--- config.mk ---
export PLATFORM = sky130hd
export DESIGN_NAME = rcc_corner_check
export DESIGN_NICKNAME = d
export VERILOG_FILES = /design/src/rcc_pkg.sv /design/src/rcc_corner_check.sv
export SDC_FILE = /design/constraint.sdc
export NUM_CORES = 2
export LEC_CHECK = 0
export ABC_AREA = 0
export ABC_CLOCK_PERIOD_IN_PS = 10690
export BUFFER_PORTS_ARGS = -buffer_cell sky130_fd_sc_hd__buf_2
export CORE_MARGIN = 4
export CORE_UTILIZATION = 45
export DETAILED_ROUTE_END_ITERATION = 8
export GPL_TIMING_DRIVEN = 0
export SYNTH_ARGS = -nofsm -noshare
export SYNTH_HDL_FRONTEND = slang
export SYNTH_SLANG_ARGS = --single-unit
--- constraint.sdc ---
create_clock -name clk -period 10.69 [get_ports clk]
set_input_delay 2.138 -clock clk [delete_from_list [all_inputs] [get_ports clk]]
set_output_delay 2.138 -clock clk [all_outputs]
set_load 0.1 [all_outputs]
--- src/rcc_pkg.sv ---
// Package for the rectangle/circle collision test.
// Holds the flag bundle that travels beside the distance data between pipeline stages.
// No dependencies.
package rcc_pkg;

    // Per-request flags carried down the pipeline
    typedef struct packed {
        logic valid;       // a request occupies this stage
        logic bound_pass;  // circle's bounding square overlaps the rectangle
        logic edge_hit;    // center projects onto the left or top edge span
    } rcc_flags_t;

endpackage

--- src/rcc_corner_check.sv ---
// Corner distance check: squares the per-axis corner offsets and compares with r*r.
// Two register stages (squares, then final decision). Depends on rcc_pkg.
module rcc_corner_check #(
    parameter int COORD_BITS = 16
) (
    input  logic                    clk,
    input  logic                    rst_n,
    input  rcc_pkg::rcc_flags_t     flags_in,
    input  logic [COORD_BITS-2:0]   abs_x0,
    input  logic [COORD_BITS-2:0]   abs_x1,
    input  logic [COORD_BITS-2:0]   abs_y0,
    input  logic [COORD_BITS-2:0]   abs_y1,
    input  logic [COORD_BITS-2:0]   rad,
    input  logic [3:0]              corner_near,
    output logic                    done,
    output logic                    hit
);

    localparam int SQW  = 2 * (COORD_BITS - 1);
    localparam int SUMW = SQW + 1;

    rcc_pkg::rcc_flags_t flags_reg;
    logic [3:0]          near_reg;
    logic [SQW-1:0]      sq_x0_reg, sq_x1_reg, sq_y0_reg, sq_y1_reg, rr_reg;

    logic [SUMW-1:0]     sum_00, sum_01, sum_10, sum_11, rr_ext;
    logic                corner_hit;
    logic                done_reg, hit_reg, hit_next;

    // Stage 2: squares
    always_ff @(posedge clk or negedge rst_n)
    begin
        if (!rst_n)
        begin
            flags_reg <= '0;
        end
        else
        begin
            flags_reg <= flags_in;
        end
    end

    always_ff @(posedge clk)
    begin
        near_reg  <= corner_near;
        sq_x0_reg <= SQW'(abs_x0) * SQW'(abs_x0);
        sq_x1_reg <= SQW'(abs_x1) * SQW'(abs_x1);
        sq_y0_reg <= SQW'(abs_y0) * SQW'(abs_y0);
        sq_y1_reg <= SQW'(abs_y1) * SQW'(abs_y1);
        rr_reg    <= SQW'(rad) * SQW'(rad);
    end

    // Stage 3: sum and compare per corner
    always_comb
    begin
        rr_ext = {1'b0, rr_reg};
        sum_00 = {1'b0, sq_x0_reg} + {1'b0, sq_y0_reg};
        sum_01 = {1'b0, sq_x0_reg} + {1'b0, sq_y1_reg};
        sum_10 = {1'b0, sq_x1_reg} + {1'b0, sq_y0_reg};
        sum_11 = {1'b0, sq_x1_reg} + {1'b0, sq_y1_reg};
        corner_hit = (near_reg[0] && (sum_00 <= rr_ext)) ||
                     (near_reg[1] && (sum_01 <= rr_ext)) ||
                     (near_reg[2] && (sum_10 <= rr_ext)) ||
                     (near_reg[3] && (sum_11 <= rr_ext));
        hit_next = flags_reg.bound_pass && (corner_hit || flags_reg.edge_hit);
    end

    always_ff @(posedge clk or negedge rst_n)
    begin
        if (!rst_n)
        begin
            done_reg <= 1'b0;
        end
        else
        begin
            done_reg <= flags_reg.valid;
        end
    end

    always_ff @(posedge clk)
    begin
        hit_reg <= hit_next;
    end

    assign done = done_reg;
    assign hit  = hit_reg;

endmodule

==> flow_summary.toml <==
[timing]
slew_headroom_pct = 49.5
rsz0062_at_grt = "false"
finalHoldViolCount = 0
drv_slew = 0
fin_crit_ns = 8.57
max_clock_freq_ghz = 0.117
skew_ns = 0.0152
setup_viol = 0
worst_pin_slew_ns = 0.758
fin_crit_sh_pct = 80.2
fin_tns_setup_ns = 0

[detailed_routing]
viasPerCell = 5.12
num_vias = 31100
postRouteAntennaNets = 0
drc = 0
dr.pass1.iters = 5
routed_wl_um = 102000
wl_per_cell_um = 16.8
drtIter0Drc = 1567

[worst_setup_path]
required_ns = 10.98
crit_type = "input pin to flop"
start_kind = "input pin"
cp.arrival_ns = 8.86
rr_worst_depth = 19
cp-end-kind = "flop"
cp_max_fo = 10

[clocking]
clock-root-buffer = "clkbuf_16"
clock_latency_ns = 0.47
cts_tree = "built"
numCtsBuffers = 17
cts_resized = 0
clockBufferDepth = 2
post_cts.repair.setup_buffers = 0
htree_levels = 4
path_clk_slew_ns = 0.07
postCtsHoldBufs = 0
cts.sinks = 154

[floorplan]
start_util_pct = 45.5
rows = 111
die-area_um2 = 97900
io-pin-count = 86
die_h_um = 313
die_x_um = 313
fp.coreArea_um2 = 91900

[global_routing]
grt_pass1_vias = 32500
grt_usage_pct = 21.6
grt_overflow_total = 0
grt_pass1_wl_um = 169000
grt_max_degree = 17
antenna_found_initial = 4

[synthesis]
ys_seq_area_share_pct = 7.42
synth_edf_count = 0
synth_nets = 6175
yosysUniqueCellTypes = 69
postSynthCellCount = 4714
synthFlopType = "dfxtp_1"
ys_seq_elements = 154
synthTopCellsByArea = "fa_1 32%, ha_1 21%, inv_1 9.9%"
ys_warn_count = 0
avgSynthCellArea_um2 = 8.87
ys_async_sr_fraction_pct = 2.60
yosysTopAreaCell = "fa_1"
syn_area_um2 = 41800
netlist.area_leader.share_pct = 32.3

[final_layout]
drive_above_1_share_pct = 3.17
fill_cells = 8974
final_common_cell = "inv_1"
layout_common_cells = "1107 x inv_1, 702 x ha_1, 675 x fa_1, 405 x nand2_1, 195 x a21oi_1"
areaGrowthSynthToFinish_pct = 6.15
nets = 6277

[status]
status = "finished, final reports clean"

[flow_run]
drv_cap = 0

[worst_hold_path]
hold_class = "flop to flop"
worstHoldPathCells = 0

[placed_design]
hpwl_um = 89100
place.gp.congestion = 0.900
port_buffers = 83
layer usage:
| layer | vias up | wire (µm) | share of wire, % | track usage, % |
|---|---|---|---|---|
| met5 | - | 0 | 0 | 0 |
| met4 | 0 | 2770 | 2.7 | 5.52 |
| met3 | 125 | 4350 | 4.3 | 2.49 |
| met2 | 572 | 48500 | 48 | 36.6 |
| met1 | 15200 | 46200 | 45 | 29.5 |
| li1 | 15200 | - | - | - |
path summary, 6_finish.rpt:
| path | startpoint | end | slack, ns |
|---|---|---|---|
| setup / recovery | abs_y1[6] | sq_y1_reg[28] | 2.12 |
| hold / removal | flags_reg[2] | done | 0.36 |
| setup reg to reg | sq_y0_reg[3] | hit | 5.52 |
| hold reg to reg | flags_reg[2] | done | 0.36 |
| max in group asynchronous | rst_n | flags_reg[1] | 9.11 |
| min in group asynchronous | rst_n | done | 1.46 |
logic make-up after synthesis:
family,share of synthesized area [%]
adders and majority gates,53.3
buffers and inverters,10.7
xor gates and xnor gates,5.44
AOI/OAI and AO/OA,10.7
muxes,0.278
and+or+nand+nor,12.2
DFF,7.42
layout make-up:
cell class,count,area [µm²],share of cell area [%]
Antenna cell,1,2.50,0.00564
Buffer,81,304,0.685
Clock buffer,21,460,1.04
Clock inverter,11,139,0.313
Inverter,1107,4160,9.36
Multi-Input combinational cell,3372,34300,77.2
Sequential cell,154,3100,6.99
Tap cell,1243,1560,3.50
Timing Repair Buffer,83,415,0.936
synthesized netlist by cell type (all sizes together), types with 5 or more instances:
cell and instances:
a2111oi 12, or2 17, a221oi 9, o31ai 10
xor2 69, and2 193, a21o 124, o2111ai 10
nor4 9, a21oi 195, nor2 163, o211ai 20
nand4 35, clkbuf 81, o21ai 93, a31o 14
nand3 42, o211a 5, a211oi 27, inv 1107
dfxtp 150, o21a 33, mux2i 6, nor2b 42
or3 19, a31oi 30, a211o 7, fa 675
nand2 405, nor3 46, nand2b 27, o311ai 5
a21boi 11, mux2 5, o21bai 35, ha 702
and4 9, xnor2 191, and3 25
critical path, cell delays in order:
cell	delay (ns)
buf_2	0.20
clkbuf_1	0.59
nand2_1	0.18
fa_1	0.57
fa_1	0.51
inv_1	0.05
fa_1	0.49
fa_1	0.51
fa_1	0.49
inv_1	0.05
fa_1	0.49
inv_1	0.06
ha_1	0.35
inv_1	0.07
a2111oi_2	0.47
o2111ai_1	0.24
a21boi_1	0.30
a311o_1	0.27
a31oi_1	0.11
a211oi_1	0.25
xor2_1	0.50
stage by stage:
stage               util [%]  hold slack [ns]  area (µm²)  setup slack, ns  cells
CTS                     48.3            0.366       44400             2.11   6072
global placement        47.6            0.335       43800             1.71   6040
global route            48.3            0.375       44400             1.72   6072
floorplan                  -            0.331       41800             2.86   4714
detailed placement      47.6            0.350       43800             1.66   6040
finish                  48.3            0.363       44400             2.12   6073
Power is not shown: default switching activity piles up to over one toggle a cycle in this logic, so the estimate is an artifact.
